$ cat config.mk
export PLATFORM = sky130hd
export DESIGN_NAME = pacs_front
export DESIGN_NICKNAME = d
export VERILOG_FILES = /design/src/sv/assert_macros.svh /design/src/sv/pacs_pkg.sv /design/src/sv/pacs_front.sv
export SDC_FILE = /design/constraint.sdc
export NUM_CORES = 1
export LEC_CHECK = 0
export BUFFER_PORTS_ARGS = -buffer_cell sky130_fd_sc_hd__buf_2
export CELL_PAD_IN_SITES_DETAIL_PLACEMENT = 1
export CELL_PAD_IN_SITES_GLOBAL_PLACEMENT = 2
export CORE_AREA = 2 2 99 101
export DETAILED_ROUTE_END_ITERATION = 12
export DIE_AREA = 0 0 101 103
export GPL_TIMING_DRIVEN = 0
export PLACE_DENSITY_LB_ADDON = 0.1
export SYNTH_ARGS = -nofsm -noshare
export SYNTH_HDL_FRONTEND = slang
export SYNTH_SLANG_ARGS = --single-unit
$ cat constraint.sdc
create_clock -name i_clk -period 1.7 [get_ports i_clk]
set_input_delay 0.34 -clock i_clk [delete_from_list [all_inputs] [get_ports i_clk]]
set_output_delay 0.34 -clock i_clk [all_outputs]
set_load 0.05 [all_outputs]
$ cat src/sv/assert_macros.svh
// Assertion macros shared by the RTL files.
`ifndef ASSERT_MACROS_SVH
`define ASSERT_MACROS_SVH
`ifndef NO_ASSERTIONS
`define ASSERT_CLK(label, clk, rst_n, prop, msg) \
    label: assert property (@(posedge clk) disable iff (!rst_n) (prop)) else $error(msg);
`define ASSERT_NORST(label, clk, prop, msg) \
    label: assert property (@(posedge clk) (prop)) else $error(msg);
`else
`define ASSERT_CLK(label, clk, rst_n, prop, msg)
`define ASSERT_NORST(label, clk, prop, msg)
`endif
`endif

$ cat src/sv/pacs_pkg.sv
// ----------------------------------------------------------------------------
// pacs_pkg
// Types and constants of the polyline arc/chord simplifier.
// ----------------------------------------------------------------------------
package pacs_pkg;

    localparam int CfgIdxW = 1;
    localparam logic [CfgIdxW-1:0] CFG_CHORD = 1'b0;
    localparam logic [CfgIdxW-1:0] CFG_SAG   = 1'b1;
    localparam logic [30:0] CHORD_RESET = 31'h7FFF_FFFF;
    localparam logic [30:0] SAG_RESET   = 31'h0001_0000;
    localparam logic [39:0] ARC_MAX     = 40'hFF_FFFF_FFFF;

    typedef struct packed {
        logic signed [31:0] coord_x;
        logic signed [31:0] coord_y;
        logic signed [31:0] coord_z;
        logic               segment_tag;
        logic               last_vertex;
    } t_in_item;

    typedef struct packed {
        logic signed [31:0] kept_x;
        logic signed [31:0] kept_y;
        logic signed [31:0] kept_z;
        logic               span_tag;
        logic               end_of_line;
    } t_out_item;

    // classified command from front to back
    typedef enum logic [1:0] {
        CMD_EMIT,      // emit vertex, new anchor
        CMD_SECOND,    // first step past anchor
        CMD_TEST,      // full arc/chord test
        CMD_LAST2      // last vertex right after anchor: emit only
    } t_cmd;

    typedef struct packed {
        t_cmd              cmd;
        logic signed [31:0] x;
        logic signed [31:0] y;
        logic signed [31:0] z;
        logic              tag;
        logic              last;
        logic              out_tag;
    } t_cmd_item;

    typedef enum logic [3:0] {
        ST_IDLE, ST_SQ, ST_ACC, ST_ROOT, ST_S2, ST_S2H, ST_C2, ST_C2H, ST_DIFF,
        ST_DECIDE, ST_OUT1, ST_OUT2
    } t_state;

endpackage

$ cat src/sv/pacs_front.sv
// ----------------------------------------------------------------------------
// pacs_front
// Accepts vertices, tracks tag and count, and classifies each into a command.
// ----------------------------------------------------------------------------
module pacs_front import pacs_pkg::*; (
    input  logic      i_clk,
    input  logic      i_rst_n,
    input  logic      i_push,
    input  t_in_item  i_item,
    input  logic      i_q_full,
    output logic      o_full,
    output logic      o_q_push,
    output t_cmd_item o_cmd
);
    logic [1:0] r_count, n_count;
    logic       r_tag, n_tag;
    logic       w_acc;

    assign o_full   = i_q_full;
    assign w_acc    = i_push && !i_q_full;
    assign o_q_push = w_acc;

    // classify against the tracked count and tag
    always_comb begin
        n_count = r_count;
        n_tag   = r_tag;
        o_cmd.x = i_item.coord_x;
        o_cmd.y = i_item.coord_y;
        o_cmd.z = i_item.coord_z;
        o_cmd.tag = i_item.segment_tag;
        o_cmd.last = i_item.last_vertex;
        o_cmd.out_tag = i_item.segment_tag;
        o_cmd.cmd = CMD_TEST;
        if (r_count == 2'd0 || i_item.segment_tag != r_tag) begin
            o_cmd.cmd = CMD_EMIT;
            o_cmd.out_tag = (r_count == 2'd0) ? 1'b0 : r_tag;
            n_tag = i_item.segment_tag;
            n_count = i_item.last_vertex ? 2'd0 : 2'd1;
        end else if (r_count == 2'd1) begin
            o_cmd.cmd = i_item.last_vertex ? CMD_LAST2 : CMD_SECOND;
            n_count = i_item.last_vertex ? 2'd0 : 2'd2;
        end else begin
            n_count = i_item.last_vertex ? 2'd0 : 2'd3;
        end
    end

    always_ff @(posedge i_clk) begin
        if (!i_rst_n) begin
            r_count <= 2'd0;
            r_tag   <= 1'b0;
        end else if (w_acc) begin
            r_count <= n_count;
            r_tag   <= n_tag;
        end
    end
endmodule

; ---- Word level (Yosys, flattened, before mapping)
; Cells that the tools add are included.
[word_totals]
register_bits = 3
inputBits = 102
output_inout_bits = 103
wordCells = 19
[classes]
n_eq_ne = 2
mux = 10
n_reduce_logical = 5
[op_table]
columns = op, n
row1 = $mux 2, 7
row2 = $mux 1, 3
row3 = $eq 2x1->1 const B, 1
row4 = $logic_not 2->1, 1
row5 = $reduce_and 2->1, 1
row6 = $logic_and 1x1->1, 1
row7 = $logic_not 1->1, 1
row8 = $logic_or 1x1->1, 1
row9 = $ne 1x1->1, 1

; ---- Logic depth before layout (Yosys ltp)
[depth]
word_depth = 3
ltp_mapped = 4

; ---- Least setup slack after synthesis
; OpenSTA, ideal clock, no wires.
[synth_path]
path_kind = input port to output port
startpoint = input i_item[1] in the netlist's numbering
endpoint = output o_cmd[99] in the netlist's numbering
t_arrival_ns = 1.212
path_slack_ns = 0.148
cell_stages = 2
path_buffers = 0
path_cell_list = xor2_1 > nor3b_2
[synth_lines]
columns = item, line_no
row1 = start: declaration, pacs_front.sv:9  ; input t_in_item i_item,
row2 = end: declaration, pacs_front.sv:13  ; output t_cmd_item o_cmd

==> metrics <==
status=finished, final reports clean; Vias/cell=2.97; Mapped Cells=117; Die ar.=0.0104 mm²; Layout Utilization=17.3%; Worst path top cell family by delay=flip-flops; drc violations=0; CP endpoint=o_cmd[99]; endpoint type of the worst setup path=primary output; Post-CTS Setup Inserts=0; Rows=36; crit-path cells=xor2_1 -> nor3b_2 -> buf_2; GPL Wtd Cong=~0.6; vias in the first global route=roughly 850; largest net degree at the start of global routing=7; ANT nets after route=0; Horiz. Die Dim=around 100 µm; Max Clock Freq=629 MHz; FF-to-FF path depth=3; setup TNS=0 ns; Final #Nets=332; Syn Std Cell Area=approximately 900 µm²; Num CTS Buffers=3; fin cells=around 340; Worst-Skew Late Latency=0.22 ns; Post-Route WL=2.87 mm; layout cell share with drive strength beyond 1=92.6%; placed cell areas=0.00159 mm²; Worst EP required=1.36 ns; max_cap viols=0; Reg2Reg Capture Point=r_count[1]$_SDFFE_PN0P_; Fillers=1178; CTS tree=done; Setup WS post-layout=0.110 ns; Syn Nets=219; Max Root-Sink Buffers=2; syn_area_per_cell=7.73 µm²; final setup fails=0; warnings from Yosys=0; Critical path buffers and inverters=1; reg-to-reg slack, setup=0.67 ns; CP max FO=3; effective utilization at floorplan=9.56%; Clock Sink Count=3; Synth cell types=15; part of the cycle the worst path needs=93.5%; height of the die=103 µm; H-tree depth=1; register area share after synthesis=under 10%; Pwr Total=1.05 mW; most frequent cells in the layout=buf_2, buf_4, clkbuf_8, dfxtp_1; slowest cell delay on critical path=roughly 0.32 ns; Top-Level Pins=205; GRT Total Usage=approximately 4.2%; Crit. Startpoint=r_tag$_SDFFE_PN0P_; via count=1019; crit path max-delay cell type=dfxtp_1; cts hold-fix bufs=0; Peak supply drop=approximately 0.17 mV; placed cells=339; critical path depth=3; First-pass DRT Iterations=3; Ant. Diodes=0; fin crit period=1.59 ns; Crit Reg-Reg Startpoint=r_tag$_SDFFE_PN0P_; worst slew pin tran=0.275 ns; CP arrival=1.25 ns; Final Hold Slack=0.410 ns; pwr dens=644 mW/mm²; drt initial violations=3; post_cts resized=0; worst relative slew slack=81.6%; clock skew=0.00434 ns; Max Slew Vio Count=0; Lkg Pwr=0.993 nW; I/O Buffers=108; initial antenna violation count=0; grt total ovfl=0; first-pass GRT wire length=3.53 mm; worst slack at placement=0.198 ns; core area=roughly 0.0095 mm²; unrepaired setup endpoints after global routing=false; final instance area=0.00163 mm²; Root Driver=clkbuf_8; P&R area growth vs syn=80.5%; HP Class=input port to flop; Crit Path Category=flop to primary output; commonest non-fill, non-tap cell in the layout=buf_2; flops & latches, synth=3; CP Launch Type=flop; wire per inst=8.37 µm; Final Hold Fails=0; CTS clk-pin slew, worst paths=0.03 ns
[sequential cells by signal, indices dropped and copies added (netlist names)]
register and flops:
r_count 2, r_tag 1
[cell families (layout without fill, tap and decap cells)]
| family | after synthesis | in the layout | share of synthesized area (%) |
|---|---|---|---|
| buffers and inverters | 100 | 212 | 82.7 |
| AND/OR/NAND/NOR | 7 | 7 | 5.39 |
| AO/OA/AOI/OAI | 5 | 5 | 3.18 |
| flip-flops | 3 | 3 | 6.64 |
| XOR/XNOR | 1 | 1 | 0.968 |
| multiplexers | 1 | 1 | 1.11 |
[report_power, final]
| part | internal, mW | switching (mW) |
|---|---|---|
| logic | 0.236 | 0.529 |
| registers | 0.0736 | 0.00304 |
| clock network | 0.160 | 0.0496 |
[final cells by class]
cell class,count,area (µm²),share of cell area [%]
clock buffers,4,45.0,2.76
plain buffers,100,748,45.8
repair buffers,108,541,33.1
well taps,114,143,8.74
multi-input cells,14,96.3,5.90
flip-flops and latches,3,60.1,3.68
[worst min path at each step]
stage,from,end,cells past startpoint
after CTS,i_rst_n,r_tag$_SDFFE_PN0P_,2
after detailed placement,r_count[0]$_SDFFE_PN0P_,r_count[0]$_SDFFE_PN0P_,2
after global placement,r_count[0]$_SDFFE_PN0P_,r_count[0]$_SDFFE_PN0P_,2
final,i_rst_n,r_tag$_SDFFE_PN0P_,2
after floorplan,i_rst_n,r_tag$_SDFFE_PN0P_,1
after global routing,i_rst_n,r_tag$_SDFFE_PN0P_,2
[synthesized netlist by cell type (all sizes together)]
cell     n  area share [%]
buf     99              82
dfxtp    3             6.6
a21oi    2             1.1
nor2b    2             1.4
and3b    1            0.97
clkbuf   1            0.55
mux2i    1             1.1
nand2    1            0.41
nand3b   1            0.83
nor2     1            0.41
nor3b    1             1.4
o21a     1            0.83
o21ai    1            0.55
o22ai    1            0.69
xor2     1            0.97
[layer usage]
| layer | GRT usage (%) | part of all wire [%] | up-vias |
|---|---|---|---|
| li1 | - | - | 484 |
| met1 | 3.47 | 26 | 430 |
| met2 | 9.18 | 60 | 103 |
| met3 | 1.29 | 14 | 2 |
| met4 | 1.56 | 0.94 | 0 |
| met5 | 0 | 0 | - |
(Power assumes the default switching activity.)
