## config.mk

```make
export PLATFORM = sky130hd
export DESIGN_NAME = pacs_cmd_fifo
export DESIGN_NICKNAME = d
export VERILOG_FILES = /design/src/sv/assert_macros.svh /design/src/sv/pacs_pkg.sv /design/src/sv/pacs_cmd_fifo.sv
export SDC_FILE = /design/constraint.sdc
export NUM_CORES = 1
export LEC_CHECK = 0
export ABC_AREA = 0
export BUFFER_PORTS_ARGS = -buffer_cell sky130_fd_sc_hd__buf_2
export CAP_MARGIN = 25
export CORE_MARGIN = 3
export CORE_UTILIZATION = 26
export CTS_BUF_LIST = sky130_fd_sc_hd__clkbuf_4
export DETAILED_ROUTE_END_ITERATION = 12
export PLACE_DENSITY = 0.56
export SKIP_LAST_GASP = 1
export SLEW_MARGIN = 20
export SYNTH_ARGS = -nofsm -noshare
export SYNTH_HDL_FRONTEND = slang
export SYNTH_SLANG_ARGS = --single-unit
```

## constraint.sdc

```tcl
create_clock -name i_clk -period 7.5 [get_ports i_clk]
set_input_delay 0.375 -clock i_clk [delete_from_list [all_inputs] [get_ports i_clk]]
set_output_delay 0.375 -clock i_clk [all_outputs]
set_load 0.02 [all_outputs]
```

## src/sv/assert_macros.svh

```systemverilog
// Assertion macros shared by the RTL files.
`ifndef ASSERT_MACROS_SVH
`define ASSERT_MACROS_SVH
`ifndef NO_ASSERTIONS
`define ASSERT_CLK(label, clk, rst_n, prop, msg) \
    label: assert property (@(posedge clk) disable iff (!rst_n) (prop)) else $error(msg);
`define ASSERT_NORST(label, clk, prop, msg) \
    label: assert property (@(posedge clk) (prop)) else $error(msg);
`else
`define ASSERT_CLK(label, clk, rst_n, prop, msg)
`define ASSERT_NORST(label, clk, prop, msg)
`endif
`endif

```

## src/sv/pacs_pkg.sv

```systemverilog
// ----------------------------------------------------------------------------
// pacs_pkg
// Types and constants of the polyline arc/chord simplifier.
// ----------------------------------------------------------------------------
package pacs_pkg;

    localparam int CfgIdxW = 1;
    localparam logic [CfgIdxW-1:0] CFG_CHORD = 1'b0;
    localparam logic [CfgIdxW-1:0] CFG_SAG   = 1'b1;
    localparam logic [30:0] CHORD_RESET = 31'h7FFF_FFFF;
    localparam logic [30:0] SAG_RESET   = 31'h0001_0000;
    localparam logic [39:0] ARC_MAX     = 40'hFF_FFFF_FFFF;

    typedef struct packed {
        logic signed [31:0] coord_x;
        logic signed [31:0] coord_y;
        logic signed [31:0] coord_z;
        logic               segment_tag;
        logic               last_vertex;
    } t_in_item;

    typedef struct packed {
        logic signed [31:0] kept_x;
        logic signed [31:0] kept_y;
        logic signed [31:0] kept_z;
        logic               span_tag;
        logic               end_of_line;
    } t_out_item;

    // classified command from front to back
    typedef enum logic [1:0] {
        CMD_EMIT,      // emit vertex, new anchor
        CMD_SECOND,    // first step past anchor
        CMD_TEST,      // full arc/chord test
        CMD_LAST2      // last vertex right after anchor: emit only
    } t_cmd;

    typedef struct packed {
        t_cmd              cmd;
        logic signed [31:0] x;
        logic signed [31:0] y;
        logic signed [31:0] z;
        logic              tag;
        logic              last;
        logic              out_tag;
    } t_cmd_item;

    typedef enum logic [3:0] {
        ST_IDLE, ST_SQ, ST_ACC, ST_ROOT, ST_S2, ST_S2H, ST_C2, ST_C2H, ST_DIFF,
        ST_DECIDE, ST_OUT1, ST_OUT2
    } t_state;

endpackage

```

## src/sv/pacs_cmd_fifo.sv

```systemverilog
// ----------------------------------------------------------------------------
// pacs_cmd_fifo
// Two-entry command queue between front and back.
// ----------------------------------------------------------------------------
module pacs_cmd_fifo import pacs_pkg::*; (
    input  logic      i_clk,
    input  logic      i_rst_n,
    input  logic      i_push,
    input  t_cmd_item i_data,
    output logic      o_full,
    input  logic      i_pop,
    output logic      o_empty,
    output t_cmd_item o_data
);
    t_cmd_item  r_mem [2];
    logic       r_wp, r_rp;
    logic [1:0] r_cnt;

    assign o_full  = (r_cnt == 2'd2);
    assign o_empty = (r_cnt == 2'd0);
    assign o_data  = r_mem[r_rp];

    always_ff @(posedge i_clk) begin
        if (i_push && !o_full) r_mem[r_wp] <= i_data;
    end

    always_ff @(posedge i_clk) begin
        if (!i_rst_n) begin
            r_wp <= 1'b0; r_rp <= 1'b0; r_cnt <= 2'd0;
        end else begin
            if (i_push && !o_full) r_wp <= ~r_wp;
            if (i_pop && !o_empty) r_rp <= ~r_rp;
            r_cnt <= r_cnt + {1'b0, i_push && !o_full} - {1'b0, i_pop && !o_empty};
        end
    end
endmodule

```

* Word level (Yosys, flattened, before mapping)
Memories as Yosys holds them, arrays and structs flattened. A register that Yosys moved wholly into a read port is not among the register bits. Index checks and enable logic that the tools add are counted. W data, S select, Z words.
Word-level totals: flip-flop bits (word level) 4, memory bits (writable) 202, input bits 105, output and inout bits 103, logic and storage cells 18, memories kept 1
Memory list:
- r_mem | words 2, width 101, read ports 1, clocked after memory_dff 1, wr ports 1, RTL line pacs_cmd_fifo.sv:15 | t_cmd_item r_mem [2];
Operators by class: add/subtract/negate cells 2, equality and inequality tests 1, mux-type cells 4, bitwise operators 2, reduce and logical (&&, ||, !) cells 5
Operators by type and width (count):
- $mux W1 | 4
- $add A2 B1 Y2 | 1
- $eq A2 B2 Y1 const B | 1
- $logic_and A1 B1 Y1 | 2
- $logic_not A1 Y1 | 2
- $logic_not A2 Y1 | 1
- $not A1 Y1 | 2
- $sub A2 B1 Y2 | 1

* Longest topological paths before layout
word-level depth 5, gate-level depth with buffers 8, gate-level depth less buffers 8

* Worst setup path before layout
OpenSTA, ideal clock, no wires.
path kind register -> register, start point reg r_cnt[0], end point mem r_mem[0][0] (netlist name) (enable), setup time 562 ps, arrival 4793 ps, required time 6938 ps, setup slack 2145 ps, stages on the path, launching flop included 4, buffers on the path 0, period minus slack after synthesis 5355 ps, cell sequence dfxtp_1 nand2b_1 nand2_1 nor2_1
On the way: longest elaborated chain between the ends 5
Ends and longest elaborated chain:
- from (decl) | RTL line pacs_cmd_fifo.sv:17 | logic [1:0] r_cnt;
- from (signal assigned) | RTL line pacs_cmd_fifo.sv:33 | r_cnt <= r_cnt + {1'b0, i_push && !o_full} - {1'b0, i_pop && !o_empty};
- $eq A2 B2 Y1 | RTL line pacs_cmd_fifo.sv:19 | assign o_full = (r_cnt == 2'd2);
- $logic_not A1 Y1 | RTL line pacs_cmd_fifo.sv:24 | if (i_push && !o_full) r_mem[r_wp] <= i_data;
- $logic_and A1 B1 Y1 | RTL line pacs_cmd_fifo.sv:24
- $mux W1 | RTL line pacs_cmd_fifo.sv:24
- $mux W1 (not written as such) | RTL line pacs_cmd_fifo.sv:24
- to (decl) | RTL line pacs_cmd_fifo.sv:15
No other way between the ends.

==> reports/qor_table.md <==
| Stage | Result | Value |
| --- | --- | --- |
| outcome | Result of the run | completed |
| clock network | CTS tree | built |
| power | Pwr per Cell Area | 308.9 nW/µm² |
| run | Maxcap violations | 0 |
| clock network | Deepest level of the CTS H-tree | 2 |
| yosys | Share of the yosys chip area belonging to registers | 77.33% |
| timing | Achievable clock frequency | 0.2839 GHz |
| global routing | Global-route wire length before repair | 26550 µm |
| drt | Routed wire length | 16820 µm |
| drt | Iter 0 DRT Violations | 133 |
| place | Final weighted congestion in routability-driven placement | 0.6863 |
| floorplan | Overall die height | 181.1 µm |
| critical path | Critical path startpoint category | flip-flop |
| timing | Final period utilization | 46.97% |
| drt | Drt drc | 0 |
| clock network | Worst-Skew Late Latency | 0.63 ns |
| floorplan | Chip Width | 181.1 µm |
| critical path | Critical Path End Type | primary output |
| clock network | TritonCTS Sinks | 207 |
| finish | Nets | 804 |
| yosys | Count of distinct cell types in the synthesized netlist | 19 |
| finish | Share of final-layout standard cells stronger than drive strength 1 | 53.83% |
| timing | Setup Viol. Count Final | 0 |
| clock network | Post-CTS Setup Inserts | 0 |
| finish | Number of inserted filler cells in the final layout | 2851 |
| timing | Worst setup skew after layout | 0.02758 ns |
| drt | Routed wirelength normalized by instance count | 14.98 µm |
| clock network | Root Driver | sky130_fd_sc_hd__clkbuf_4 |
| floorplan | Ports placed on the boundary | 208 |
| drt | Average via count per standard cell | 3.956 |
| floorplan | Die area | 32810 µm² |
| timing | Final hold violations | 0 |
| worst hold path | Path category of the worst min-delay check | input pin to flip-flop |
| power | Static Leak | 4.330 nW |
| global routing | Maximum number of pins on one net before global-route repair | 54 |
| finish | Relative area change from synthesis to final layout | 37.96% |
| clock network | CTS buffer count | 54 |
| floorplan | Cell Rows | 63 |
| global routing | Number of antenna violations at the first check in global routing | 1 |
| timing | Slew Viols, Final | 0 |
| place | Port Buf Inserts | 207 |
| timing | Sum Neg Setup Slack | 0 ns |
| yosys | Yosys warnings | 0 |
| floorplan | Initial standard-cell utilization of the core | 26.62% |
| power | IR drop worst, VDD | 178.0 µV |
| finish | Non-Filler Instances | 1123 |
| yosys | Top cell type by total area after synthesis | sky130_fd_sc_hd__edfxtp_1 |
| global routing | Number of global-route vias before repair | 5022 |
| yosys | Average cell area after synthesis | 23.52 µm² |
| critical path | Setup Crit Path Kind | flip-flop to primary output |
| clock network | Clock-pin slew on the worst setup and hold paths | 0.06 ns |
| drt | First-pass detailed-route iteration total | 4 |
| critical path | Maximum net fanout on the critical path | 53 |
| place | Final HPWL DP | 10830 µm |
| clock network | Max Root-Sink Buffers | 3 |
| clock network | Number of instances resized during post-cts repair | 0 |
| timing | Unrepaired setup endpoints after global routing | no |
| drt | Detail Route Antenna Nets | 0 |
| yosys | Area fraction of the dominant cell type after synthesis | 76.07% |
| yosys | #FFs+latches synth | 207 |
| timing | Worst Max-Slew Pin Slew | 0.9842 ns |
| yosys | Cells after Synth | 339 |
| yosys | Total nets after synthesis | 446 |
| place | Placed Instances | 929 |
| finish | Most used cells in the layout excluding fill and tap cells | sky130_fd_sc_hd__buf_2 (207), sky130_fd_sc_hd__edfxtp_1 (202), sky130_fd_sc_hd__dlygate4sd3_1 (102) |
| timing | Min Tclk post-route | 3.523 ns |
| finish | Most common library cell in the layout ignoring fill and taps | sky130_fd_sc_hd__buf_2 |
| critical path | Data arrival time at the worst-slack endpoint | 3.15 ns |
| floorplan | Core footprint | 29950 µm² |
| global routing | Total grt overflow | 0 |
| drt | Total via count in the routed design | 4443 |
| timing | Slew Limit Headroom | 34.38% |
| yosys | Area of the mapped netlist | 7974 µm² |
| finish | End-of-flow core utilization | 36.73% |
| yosys | Cell types with the largest area share after synthesis | sky130_fd_sc_hd__edfxtp_1 (76%), sky130_fd_sc_hd__mux2_4 (17%), sky130_fd_sc_hd__buf_12 (2.3%), sky130_fd_sc_hd__mux2_2 (1.6%), sky130_fd_sc_hd__dfxtp_1 (1.3%) |
| global routing | All-layer global routing usage | 10.14% |
| critical path | Required time of the worst setup path | 7.12 ns |
## final timing paths
kind	startpoint	endpoint	slack (ns)	depth (start not counted)
setup / recovery	flip-flop	o_data[100]	3.98	3
hold reg to reg	r_wp	r_wp	0.55	2
setup reg to reg	r_cnt[0]	r_mem[1][74]	5.08	3
hold / removal	i_push	r_wp	0.15	3
## what timing repair did
item	CTS	global route
hold buffers	102	0
endpoints found under the hold margin	207	0
setup endpoints to repair	0	0
## critical path, stage by stage (launching register included)
cell                      delay (ns)
sky130_fd_sc_hd__dfxtp_4        0.95
sky130_fd_sc_hd__buf_4          0.87
sky130_fd_sc_hd__mux2_2         0.42
sky130_fd_sc_hd__buf_2          0.16
## where the power goes
part	switching (mW)	internal, mW
sequential	0.0885	1.46
clock	0.424	0.462
combinational	0.511	0.457
total	1.02	2.37
## area by class of cell
type                    instances  area, µm²  share of cell area, %
well taps                     390      488.0                  4.436
diodes                          1      2.502                0.02275
repair buffers                313       2087                  18.97
clock inverters                15      58.81                 0.5346
multi-input cells             119       1617                  14.70
clock buffers                  76      570.5                  5.187
inverters                       2      7.507                0.06824
flip-flops and latches        207       6170                  56.08
## per-stage QoR
stage	setup WS, ns	hold WS, ns	total power [mW]	cell area [µm²]
after CTS	3.887	0.06625	3.470	11000
after global placement	4.657	0.5046	2.489	9348
after detailed placement	4.615	0.5278	2.514	9348
after global routing	3.723	0.07645	3.597	11000
final	3.977	0.1482	3.398	11000
after floorplan	2.145	0.4549	2.290	7974
## layer usage
layer,track usage (%),vias up,wire [µm]
met5,0,-,0
met4,4.906,0,633
met3,3.342,48,1147
met2,18.03,163,8693
met1,10.82,2150,6348
li1,-,2082,-
## cells in the mapped netlist
library cell,count
sky130_fd_sc_hd__ha_1,2
sky130_fd_sc_hd__dfxtp_1,5
sky130_fd_sc_hd__nor2b_1,1
sky130_fd_sc_hd__mux2_2,11
sky130_fd_sc_hd__mux2i_1,1
sky130_fd_sc_hd__and2_1,2
sky130_fd_sc_hd__and2b_1,1
sky130_fd_sc_hd__nand2b_1,2
sky130_fd_sc_hd__buf_12,9
sky130_fd_sc_hd__inv_1,2
sky130_fd_sc_hd__nor2_1,2
sky130_fd_sc_hd__o21a_1,1
sky130_fd_sc_hd__and3_1,1
sky130_fd_sc_hd__mux2_4,90
sky130_fd_sc_hd__nand2_1,2
sky130_fd_sc_hd__buf_2,1
sky130_fd_sc_hd__buf_6,1
sky130_fd_sc_hd__xnor2_1,3
sky130_fd_sc_hd__edfxtp_1,202
## logic make-up after synthesis
kind of cell | count (synthesis) | synth area share, %
DFF | 207 | 77.33
buffers and inverters | 13 | 2.558
muxes | 102 | 18.63
and+or+nand+nor | 11 | 0.7533
AOI/OAI and AO/OA | 1 | 0.09418
xor gates and xnor gates | 3 | 0.3296
adders and majority gates | 2 | 0.3138
## sequential cells by signal, indices dropped and copies added, names as in the netlist, named ones only
| register | cells |
|---|---|
| r_cnt | 2 |
| r_wp | 1 |
| r_rp | 1 |
| r_mem | 202 |
Note: power is estimated with default switching activity, not from simulation.
